===== src/rtl/bsad_pkg.sv =====
// ----------------------------------------------------------------------------
// bsad_pkg
// Shared widths, target codes and memory map constants of the bank switching
// address decoder.
// ----------------------------------------------------------------------------
package bsad_pkg;

  localparam int unsigned AddrW = 16;
  localparam int unsigned DataW = 8;
  localparam int unsigned TgtW  = 3;
  localparam int unsigned BankW = 3;

  typedef logic [AddrW-1:0] addr_t;
  typedef logic [DataW-1:0] data_t;
  typedef logic [BankW-1:0] bank_t;

  typedef enum logic [TgtW-1:0] {
    TgtNone   = 3'd0,
    TgtRam    = 3'd1,
    TgtBasic  = 3'd2,
    TgtKernal = 3'd3,
    TgtChar   = 3'd4,
    TgtVideo  = 3'd5,
    TgtColour = 3'd6,
    TgtIoChip = 3'd7
  } target_e;

  typedef enum logic {
    OpRead  = 1'b0,
    OpWrite = 1'b1
  } opcode_e;

  localparam bank_t BankReset    = 3'h7;
  localparam data_t PortDirValue = 8'h2F;
  localparam data_t HoleValue    = 8'h00;

  localparam addr_t PortDirAddr  = 16'h0000;
  localparam addr_t BankAddr     = 16'h0001;
  localparam addr_t BasicBase    = 16'hA000;
  localparam addr_t BasicLast    = 16'hBFFF;
  localparam addr_t DBlockBase   = 16'hD000;
  localparam addr_t DBlockLast   = 16'hDFFF;
  localparam addr_t VideoLast    = 16'hD3FF;
  localparam addr_t ColourBase   = 16'hD800;
  localparam addr_t ColourLast   = 16'hDBE7;
  localparam addr_t IoChipBase   = 16'hDC00;
  localparam addr_t IoChipLast   = 16'hDDFF;
  localparam addr_t KernalBase   = 16'hE000;

endpackage


===== src/rtl/bsad_if.sv =====
// ----------------------------------------------------------------------------
// bsad_if
// Valid/ready channels of the decoder: bus access in, decode result out.
// ----------------------------------------------------------------------------
interface bsad_req_if;
  logic                valid;
  logic                ready;
  logic                opcode;
  bsad_pkg::addr_t     address;
  bsad_pkg::data_t     write_data;

  modport source (output valid, output opcode, output address, output write_data,
                  input ready);
  modport sink   (input valid, input opcode, input address, input write_data,
                  output ready);
endinterface

interface bsad_rsp_if;
  logic                       valid;
  logic                       ready;
  logic [bsad_pkg::TgtW-1:0]  target;
  bsad_pkg::addr_t            target_offset;
  logic                       target_write;
  bsad_pkg::data_t            direct_data;
  logic                       low_nibble_only;

  modport source (output valid, output target, output target_offset,
                  output target_write, output direct_data, output low_nibble_only,
                  input ready);
  modport sink   (input valid, input target, input target_offset,
                  input target_write, input direct_data, input low_nibble_only,
                  output ready);
endinterface


===== src/rtl/bank_switching_address_decoder_top.sv =====
// ----------------------------------------------------------------------------
// bank_switching_address_decoder_top
// Decodes one processor bus access per transfer into a target, an offset,
// a write enable and direct read data, under a 3-bit bank select register.
// ----------------------------------------------------------------------------
//  channel  dir  payload                                          handshake
//  in_i     in   opcode, address, write_data                      valid/ready
//  out_o    out  target, target_offset, target_write,             valid/ready
//                direct_data, low_nibble_only
//
//  one transfer per cycle sustained while results are taken: input register,
//  one decode step, result register; a stalled result holds the result stage
//  and a full input stage; bank select is updated as the bank write leaves
//  the input register; reset clears valids, bank select to 7
// ----------------------------------------------------------------------------
module bank_switching_address_decoder_top (
  input  logic               clk_i,
  input  logic               rst_ni,
  bsad_req_if.sink           in_i,
  bsad_rsp_if.source         out_o
);

  logic                       s1_valid_q;
  logic                       s1_opcode_q;
  bsad_pkg::addr_t            s1_addr_q;
  bsad_pkg::data_t            s1_data_q;
  bsad_pkg::bank_t            bank_q, bank_d;

  logic                       out_valid_q;
  logic [bsad_pkg::TgtW-1:0]  tgt_q, tgt_d;
  bsad_pkg::addr_t            off_q, off_d;
  logic                       wr_q, wr_d;
  bsad_pkg::data_t            direct_q, direct_d;
  logic                       nib_q, nib_d;

  logic                       out_free;
  logic                       advance;
  logic                       in_xfer;

  assign out_free  = !out_valid_q || out_o.ready;
  assign advance   = s1_valid_q && out_free;
  assign in_i.ready = !s1_valid_q || out_free;
  assign in_xfer   = in_i.valid && in_i.ready;

  // decode
  logic io_video, io_colour, io_iochip, dblock, is_write;
  bsad_pkg::addr_t a;

  always_comb begin
    a         = s1_addr_q;
    is_write  = (s1_opcode_q == bsad_pkg::OpWrite);
    dblock    = (a >= bsad_pkg::DBlockBase) && (a <= bsad_pkg::DBlockLast) &&
                (bank_q[1:0] != 2'b00);
    io_video  = (a >= bsad_pkg::DBlockBase) && (a <= bsad_pkg::VideoLast);
    io_colour = (a >= bsad_pkg::ColourBase) && (a <= bsad_pkg::ColourLast);
    io_iochip = (a >= bsad_pkg::IoChipBase) && (a <= bsad_pkg::IoChipLast);

    tgt_d    = bsad_pkg::TgtNone;
    off_d    = '0;
    wr_d     = 1'b0;
    direct_d = '0;
    nib_d    = 1'b0;
    bank_d   = bank_q;

    if (is_write) begin
      if (a == bsad_pkg::PortDirAddr) begin
        tgt_d = bsad_pkg::TgtNone;
      end else if (a == bsad_pkg::BankAddr) begin
        bank_d = s1_data_q[bsad_pkg::BankW-1:0];
      end else if (dblock && bank_q[2]) begin
        if (io_video) begin
          tgt_d = bsad_pkg::TgtVideo;
          off_d = a - bsad_pkg::DBlockBase;
          wr_d  = 1'b1;
        end else if (io_colour) begin
          tgt_d = bsad_pkg::TgtColour;
          off_d = a - bsad_pkg::ColourBase;
          wr_d  = 1'b1;
        end else if (io_iochip) begin
          tgt_d = bsad_pkg::TgtIoChip;
          off_d = a - bsad_pkg::IoChipBase;
          wr_d  = 1'b1;
        end
      end else begin
        tgt_d = bsad_pkg::TgtRam;
        off_d = a;
        wr_d  = 1'b1;
      end
    end else begin
      if (a == bsad_pkg::PortDirAddr) begin
        direct_d = bsad_pkg::PortDirValue;
      end else if (a == bsad_pkg::BankAddr) begin
        direct_d = {{(bsad_pkg::DataW-bsad_pkg::BankW){1'b0}}, bank_q};
      end else if ((a >= bsad_pkg::BasicBase) && (a <= bsad_pkg::BasicLast) &&
                   (bank_q[1:0] == 2'b11)) begin
        tgt_d = bsad_pkg::TgtBasic;
        off_d = a - bsad_pkg::BasicBase;
      end else if (dblock) begin
        if (bank_q[2]) begin
          if (io_video) begin
            tgt_d = bsad_pkg::TgtVideo;
            off_d = a - bsad_pkg::DBlockBase;
          end else if (io_colour) begin
            tgt_d = bsad_pkg::TgtColour;
            off_d = a - bsad_pkg::ColourBase;
            nib_d = 1'b1;
          end else if (io_iochip) begin
            tgt_d = bsad_pkg::TgtIoChip;
            off_d = a - bsad_pkg::IoChipBase;
          end else begin
            direct_d = bsad_pkg::HoleValue;
          end
        end else begin
          tgt_d = bsad_pkg::TgtChar;
          off_d = a - bsad_pkg::DBlockBase;
        end
      end else if ((a >= bsad_pkg::KernalBase) && bank_q[1]) begin
        tgt_d = bsad_pkg::TgtKernal;
        off_d = a - bsad_pkg::KernalBase;
      end else begin
        tgt_d = bsad_pkg::TgtRam;
        off_d = a;
      end
    end
  end

  // control registers
  always_ff @(posedge clk_i or negedge rst_ni) begin
    if (!rst_ni) begin
      s1_valid_q  <= 1'b0;
      out_valid_q <= 1'b0;
      bank_q      <= bsad_pkg::BankReset;
    end else begin
      if (in_i.ready) begin
        s1_valid_q <= in_i.valid;
      end
      if (out_free) begin
        out_valid_q <= s1_valid_q;
      end
      if (advance) begin
        bank_q <= bank_d;
      end
    end
  end

  // payload registers
  always_ff @(posedge clk_i) begin
    if (in_xfer) begin
      s1_opcode_q <= in_i.opcode;
      s1_addr_q   <= in_i.address;
      s1_data_q   <= in_i.write_data;
    end
    if (advance) begin
      tgt_q    <= tgt_d;
      off_q    <= off_d;
      wr_q     <= wr_d;
      direct_q <= direct_d;
      nib_q    <= nib_d;
    end
  end

  assign out_o.valid           = out_valid_q;
  assign out_o.target          = tgt_q;
  assign out_o.target_offset   = off_q;
  assign out_o.target_write    = wr_q;
  assign out_o.direct_data     = direct_q;
  assign out_o.low_nibble_only = nib_q;

  // assertions
  a_bank_hold: assert property (@(posedge clk_i) disable iff (!rst_ni)
    !(advance && is_write && (s1_addr_q == bsad_pkg::BankAddr)) |=> $stable(bank_q))
    else $error("bank select changed without a bank write");

  a_no_overrun: assert property (@(posedge clk_i) disable iff (!rst_ni)
    (in_i.ready && s1_valid_q) |-> advance)
    else $error("input stage overwritten while holding an item");

  a_write_has_target: assert property (@(posedge clk_i) disable iff (!rst_ni)
    (out_valid_q && wr_q) |-> (tgt_q != bsad_pkg::TgtNone))
    else $error("write enable without a target");

  a_nibble_colour: assert property (@(posedge clk_i) disable iff (!rst_ni)
    (out_valid_q && nib_q) |-> ((tgt_q == bsad_pkg::TgtColour) && !wr_q))
    else $error("nibble mask outside colour ram read");

  a_direct_none: assert property (@(posedge clk_i) disable iff (!rst_ni)
    (out_valid_q && (direct_q != '0)) |-> (tgt_q == bsad_pkg::TgtNone))
    else $error("direct data with a target selected");

endmodule


===== src/flat_wrapper.sv =====
// flat-port wrapper written by rule: the top's interface ports become plain ports
module bank_switching_address_decoder_top_flat 
  (clk_i, rst_ni, in_i_valid, in_i_opcode, in_i_address, in_i_write_data, in_i_ready, out_o_valid, out_o_target, out_o_target_offset, out_o_target_write, out_o_direct_data, out_o_low_nibble_only, out_o_ready);
  bsad_req_if in_i_i ();
  bsad_rsp_if out_o_i ();
  input  logic clk_i;
  input  logic rst_ni;
  input wire logic [$bits(in_i_i.valid)-1:0] in_i_valid;
  input wire logic [$bits(in_i_i.opcode)-1:0] in_i_opcode;
  input wire logic [$bits(in_i_i.address)-1:0] in_i_address;
  input wire logic [$bits(in_i_i.write_data)-1:0] in_i_write_data;
  output wire logic [$bits(in_i_i.ready)-1:0] in_i_ready;
  output wire logic [$bits(out_o_i.valid)-1:0] out_o_valid;
  output wire logic [$bits(out_o_i.target)-1:0] out_o_target;
  output wire logic [$bits(out_o_i.target_offset)-1:0] out_o_target_offset;
  output wire logic [$bits(out_o_i.target_write)-1:0] out_o_target_write;
  output wire logic [$bits(out_o_i.direct_data)-1:0] out_o_direct_data;
  output wire logic [$bits(out_o_i.low_nibble_only)-1:0] out_o_low_nibble_only;
  input wire logic [$bits(out_o_i.ready)-1:0] out_o_ready;
  assign in_i_i.valid = in_i_valid;
  assign in_i_i.opcode = in_i_opcode;
  assign in_i_i.address = in_i_address;
  assign in_i_i.write_data = in_i_write_data;
  assign in_i_ready = in_i_i.ready;
  assign out_o_valid = out_o_i.valid;
  assign out_o_target = out_o_i.target;
  assign out_o_target_offset = out_o_i.target_offset;
  assign out_o_target_write = out_o_i.target_write;
  assign out_o_direct_data = out_o_i.direct_data;
  assign out_o_low_nibble_only = out_o_i.low_nibble_only;
  assign out_o_i.ready = out_o_ready;
  bank_switching_address_decoder_top u_core (.clk_i(clk_i), .rst_ni(rst_ni), .in_i(in_i_i), .out_o(out_o_i));
endmodule

===== config.mk =====
export PLATFORM = sky130hd
export DESIGN_NAME = bank_switching_address_decoder_top_flat
export DESIGN_NICKNAME = d
export VERILOG_FILES = /design/src/rtl/bsad_pkg.sv /design/src/rtl/bsad_if.sv /design/src/rtl/bank_switching_address_decoder_top.sv /design/src/flat_wrapper.sv
export SDC_FILE = /design/constraint.sdc
export NUM_CORES = 1
export LEC_CHECK = 0
export ABC_AREA = 1
export BUFFER_PORTS_ARGS = -buffer_cell sky130_fd_sc_hd__buf_4
export CORE_ASPECT_RATIO = 1.4
export CORE_MARGIN = 2
export CORE_UTILIZATION = 50
export CTS_CLUSTER_DIAMETER = 60
export DETAILED_ROUTE_END_ITERATION = 6
export GPL_TIMING_DRIVEN = 0
export PLACE_DENSITY = 0.8
export SLEW_MARGIN = 10
export SYNTH_ARGS = -nofsm -noshare
export SYNTH_HDL_FRONTEND = slang
export SYNTH_SLANG_ARGS = --single-unit

===== constraint.sdc =====
create_clock -name clk_i -period 2 [get_ports clk_i]
set_input_delay 0.4 -clock clk_i [delete_from_list [all_inputs] [get_ports clk_i]]
set_output_delay 0.4 -clock clk_i [all_outputs]
set_load 0.02 [all_outputs]

# After elaboration in Yosys (flattened, before gate mapping)
# Cells that the tools add are included.
# totals
regBits	54
input_bits	29
output_inout_bits	31
elab_cells	87
# classes
n_addsub	5
n_lt_le_gt_ge	10
n_eq_ne	2
mux	33
bitwise	4
n_reduce_logical	21
# op_table
operator	count
two-way mux 16 bit	13
greater-or-equal comparator 16 bit (second input constant)	5
less-or-equal comparator 16 bit (second input constant)	5
subtractor 16 bit (second input constant)	5
two-way mux 3 bit	13
equality test 16 x 1 -> 1 bit (second input constant)	1
zero test 16 bit	1
logical AND 1 bit	11
OR reduction 7 bit	1
two-way mux 6 bit	1
two-way mux 1 bit	5
NOT 1 bit	4
AND reduction 4 bit	1
OR reduction 3 bit	1
equality test 2 bit (second input constant)	1
zero test 1 bit	2
logical OR 1 bit	2
two-way mux 2 bit	1
nonzero test 2 bit	1
OR reduction 2 bit	1

# Depth between registers and ports, before layout
# depth
word_depth	11
ltp_mapped	15
ltp_nobuf	15

# Worst setup path before layout
# OpenSTA, ideal clock, no wires.
# synth_path
path_type	flip-flop to flip-flop
from	register u_core.s1_addr_q[13], in the netlist u_core.a[13]
to	register u_core.off_q[0], in the netlist u_core.out_o.target_offset[0], data pin
arrival_ps	1830
slack_ps	-93
stages_incl_launch_ff	12
n_path_buf	0
cell_sequence	edfxtp_1 > inv_2 > ha_1 > nand3_2 > nor2_1 > nand2_2 > nand2_4 > nand4_4 > clkinv_4 > nand2_4 > o22ai_4 > nor2_1
# synth_between
elab_chain_len	11
elab_cells_between_ends	34
# synth_lines
item	line	source
from (decl)	bank_switching_address_decoder_top.sv:25	bsad_pkg::addr_t s1_addr_q;
from (signal assigned)	bank_switching_address_decoder_top.sv:150	s1_addr_q <= in_i.address;
greater-or-equal comparator 16 bit / less-or-equal comparator 16 bit (equally long branches)	bank_switching_address_decoder_top.sv:56	io_iochip = (a >= bsad_pkg::IoChipBase) && (a <= bsad_pkg::IoChipLast);
logical AND 1 bit	bank_switching_address_decoder_top.sv:56	
two-way mux 16 bit	bank_switching_address_decoder_top.sv:79, bank_switching_address_decoder_top.sv:107	
two-way mux 16 bit	bank_switching_address_decoder_top.sv:75, bank_switching_address_decoder_top.sv:103	
two-way mux 16 bit	bank_switching_address_decoder_top.sv:71, bank_switching_address_decoder_top.sv:100	
two-way mux 16 bit	bank_switching_address_decoder_top.sv:99	if (bank_q[2]) begin
two-way mux 16 bit	bank_switching_address_decoder_top.sv:98	end else if (dblock) begin
two-way mux 16 bit	bank_switching_address_decoder_top.sv:94	end else if ((a >= bsad_pkg::BasicBase) && (a <= bsad_pkg::BasicLast) &&
two-way mux 16 bit	bank_switching_address_decoder_top.sv:92	end else if (a == bsad_pkg::BankAddr) begin
two-way mux 16 bit	bank_switching_address_decoder_top.sv:90	if (a == bsad_pkg::PortDirAddr) begin
two-way mux 16 bit (*)	bank_switching_address_decoder_top.sv:65	if (is_write) begin
net u_core.off_d[0]	bank_switching_address_decoder_top.sv:31	bsad_pkg::addr_t off_q, off_d;
to (signal assigned)	bank_switching_address_decoder_top.sv:155	off_q <= off_d;
to (decl)	bank_switching_address_decoder_top.sv:31	
# The timed path passes the listed nets; every way through them passes the cells marked *.
# A chain may end at the register's enable or synchronous reset.

# Worst setup path in the final report
# layout_path
from	register u_core.s1_addr_q[13], in the netlist u_core.a[13]
to	register u_core.off_q[9], in the netlist u_core.out_o.target_offset[9], data pin
# Same word-level chain as after synthesis.

==> key figures <==
Timing
  • Fin. max-slew vios: 0
  • Clock skew: 0.00923 ns
  • TNS Setup: -3.43 ns
  • RSZ-0062 raised after global routing: yes
  • Fin crit share: 114%
  • Clock period minus worst slack: 2.28 ns
  • Relative slew slack: 52.3%
  • Slew @ Worst Pin: 0.715 ns
  • Hold slack: 0.275 ns
  • Setup ws final: -0.276 ns
  • Final Hold Fails: 0
  • Fmax: 0.439 GHz
  • Setup violations, final: 19

Drt
  • Routed WL: 7.54 mm
  • Routed Antenna Nets: 0
  • Initial DRC Count: 192
  • Drt wl/cell: 15.4 um
  • Number of vias per cell: 5.42
  • DRC violations left: 0
  • Via count: 2663
  • First-pass DRT Iterations: 4

Worst setup path
  • CP Class: reg -> reg
  • Slowest stage cell, crit path: edfxtp_1
  • FF-to-FF setup slack: -0.28 ns
  • CP Capture Type: register
  • Crit path DAT: 2.33 ns
  • Delay-heaviest family, CP: simple AND/OR/NAND/NOR gates
  • Type of origin of the critical path: register
  • WP buf/inv: 3
  • CP max stage delay: 0.44 ns
  • Worst-path fanout max: 5
  • Crit path cell chain: inv_4, ha_4, nor3b_4, nand4_1, buf_4, nand2_4, clkinvlp_4, o22ai_4, nor2_1
  • Critical Path RT: 2.05 ns

Job
  • Maxcap violations: 0

GRT
  • Met2 usage: 43.3%
  • GRT Max-Usage Layer: met2
  • GRT Total Usage: 22.7%
  • GR Layer Usage met3: 3.17%
  • Largest net degree at the start of global routing: 27
  • Number of global-route vias before repair: 2448
  • First-pass GRT wire length: 11.5 mm
  • Remaining Overflow, GRT: 0
  • Initial antenna violation count: 0
  • M1 GR Usage: 24.3%

Synthesis
  • Netlist cell types: 38
  • Post-synth EDFFs: 45
  • Flops & latches, synth: 50
  • Top FF cell, synth: edfxtp_1
  • Mapped cell area: 2970 sq um
  • Yosys Warn Count: 0
  • Post-synth top area cell: edfxtp_1
  • Mapped Cells: 328
  • Avg Synthesized Cell Area: 9.07 sq um
  • Area share of the largest cell type after synthesis: 45.4%
  • Sequential cell area fraction in the yosys report: 49.8%
  • Asr flop ratio synth: 10.0%
  • Synth top area cells: edfxtp_1 45%, nand2_1 9.2%, nor2_1 5.8%

Pwr
  • Worst vdd ir: 0.438 mV
  • Pwr dens: 633 nW/um^2
  • Leakage: 1.74 nW

Clocking
  • # clock sinks: 50
  • CTS tree: built
  • H-tree depth: 2
  • Worst-case clock buffer depth: 2
  • Root buffer cell: clkbuf_8
  • Clock Pin Slew Worst Setup and Hold Paths: 0.09 ns
  • Later-pin clock latency in the skew report: 0.30 ns
  • CTS buffer count: 5

Placement
  • Post-DP HPWL: 4.93 mm
  • # port buffers: 51
  • Placed insts: 451
  • Routability cong.: 0.927
  • Placement Cell Area: 3480 sq um

Floorplan
  • Std-Cell Rows: 33
  • Number of I/O pins: 60
  • Chip Height: 95.3 um
  • Die width: 69.2 um
  • Die Area: 6590 sq um
  • Core area: 5820 sq um
  • Initial core utilization: 51.1%

Outcome
  • Failing checks: negative setup slack
  • Status: finished with violations

Cells and area
  • Layout cells sized above 1: 38.5%
  • Layout Cells excl Fill: 491
  • Nets@finish: 461
  • Antenna Diode Count: 0
  • Area Growth Syn to Fin: 35.5%
  • Design area: 4030 sq um

Hold path
  • Hold crit path type: in -> reg
-- report_power, final --
group,internal (mW),switching [mW]
Clock,0.243,0.313
Sequential,1.27,0.0564
Combinational,0.272,0.399
-- timing repair --
action	CTS	global route
hold buffers	1	0
resized for setup	30	26
setup endpoints to repair	24	25
cloned	2	0
buffers inserted	21	8
pin swaps	10	15
hold endpoints to repair	2	0
-- Yosys cell counts, types with 2 or more instances --
| master | instances |
|---|---|
| edfxtp_1 | 45 |
| a2111oi_0 | 3 |
| nor2_1 | 46 |
| inv_1 | 39 |
| nand3b_1 | 2 |
| nand2_2 | 3 |
| nor2_2 | 3 |
| xor2_1 | 7 |
| nand3_1 | 21 |
| nor3_1 | 2 |
| ha_1 | 12 |
| dfstp_2 | 3 |
| o31ai_1 | 2 |
| buf_4 | 6 |
| o21ai_2 | 2 |
| dfrtp_1 | 2 |
| nand3_2 | 3 |
| nand4_1 | 8 |
| nand2_1 | 73 |
| o211ai_1 | 2 |
| a21oi_1 | 10 |
| o21ai_0 | 10 |
| inv_2 | 5 |
| nand2_4 | 5 |
-- final cells by class --
type | count | area [sq um]
inverter | 45 | 188
timing repair buffer | 81 | 629
fill | 444 | 1790
tap | 70 | 87.6
buffer | 7 | 60.1
clock inverter | 2 | 10.0
multi-input combinational | 230 | 1500
clock buffer | 6 | 72.6
sequential | 50 | 1480
-- per-stage QoR --
stage	utilization, %	setup WS (ns)	power (mW)
5_1_grt	69.2	-0.296	2.67
2_1_floorplan	-	-0.00374	1.68
3_5_place_dp	59.9	-0.404	1.90
3_3_place_gp	59.9	-0.366	1.89
6_report	69.2	-0.276	2.55
4_1_cts	66.5	-0.137	2.52
-- placed cells by master, fill, tap and decap left out, drive strengths merged, types with 6 or more instances in the layout --
master  count
ha         12
buf        87
edfxtp     45
nand3      26
a21oi      11
nand4       9
nand2      81
xor2        7
inv        41
nor2       50
o21ai      12
clkbuf      6
-- sequential cells by signal, indices dropped and copies added (netlist names) --
register                      cells
u_core.bank_q                     3
u_core.a                         16
u_core.s1_valid_q                 1
u_core.out_o.low_nibble_only      1
u_core.out_o.valid                1
u_core.out_o.target_offset       16
u_core.out_o.direct_data          4
u_core.out_o.target_write         1
u_core.is_write                   1
u_core.s1_data_q                  3
u_core.out_o.target               3
-- per-layer routing --
| metal | vias to the layer above | share of wire, % | wire, um |
|---|---|---|---|
| met5 | - | 0 | 0 |
| met4 | 0 | 5.0 | 379 |
| met3 | 28 | 5.6 | 419 |
| met2 | 113 | 53 | 4030 |
| met1 | 1247 | 36 | 2720 |
| li1 | 1275 | - | - |
-- path summary, 6_finish.rpt --
path / from / to / depth (start not counted)
max: u_core.a[13] / u_core.out_o.target_offset[9] / 9
min: in_i_address[3] / u_core.a[3] / 1
max reg2reg: u_core.a[13] / u_core.out_o.target_offset[9] / 9
min reg2reg: u_core.s1_data_q[2] / u_core.bank_q[2] / 2
max in group asynchronous: rst_ni / u_core.bank_q[2] / 2
min in group asynchronous: rst_ni / u_core.s1_valid_q / 2
-- cells by family (layout without fill, tap and decap cells) --
| group | Yosys count | count (layout) | synth area share, % |
|---|---|---|---|
| xor gates and xnor gates | 7 | 7 | 2.06 |
| and+or+nand+nor | 174 | 175 | 28.2 |
| other | 1 | 3 | 0.126 |
| AOI/OAI and AO/OA | 32 | 33 | 7.07 |
| adders and majority gates | 12 | 12 | 5.05 |
| buffers and inverters | 52 | 141 | 7.74 |
| DFF | 50 | 50 | 49.8 |
Note: power is estimated with default switching activity, not from simulation.
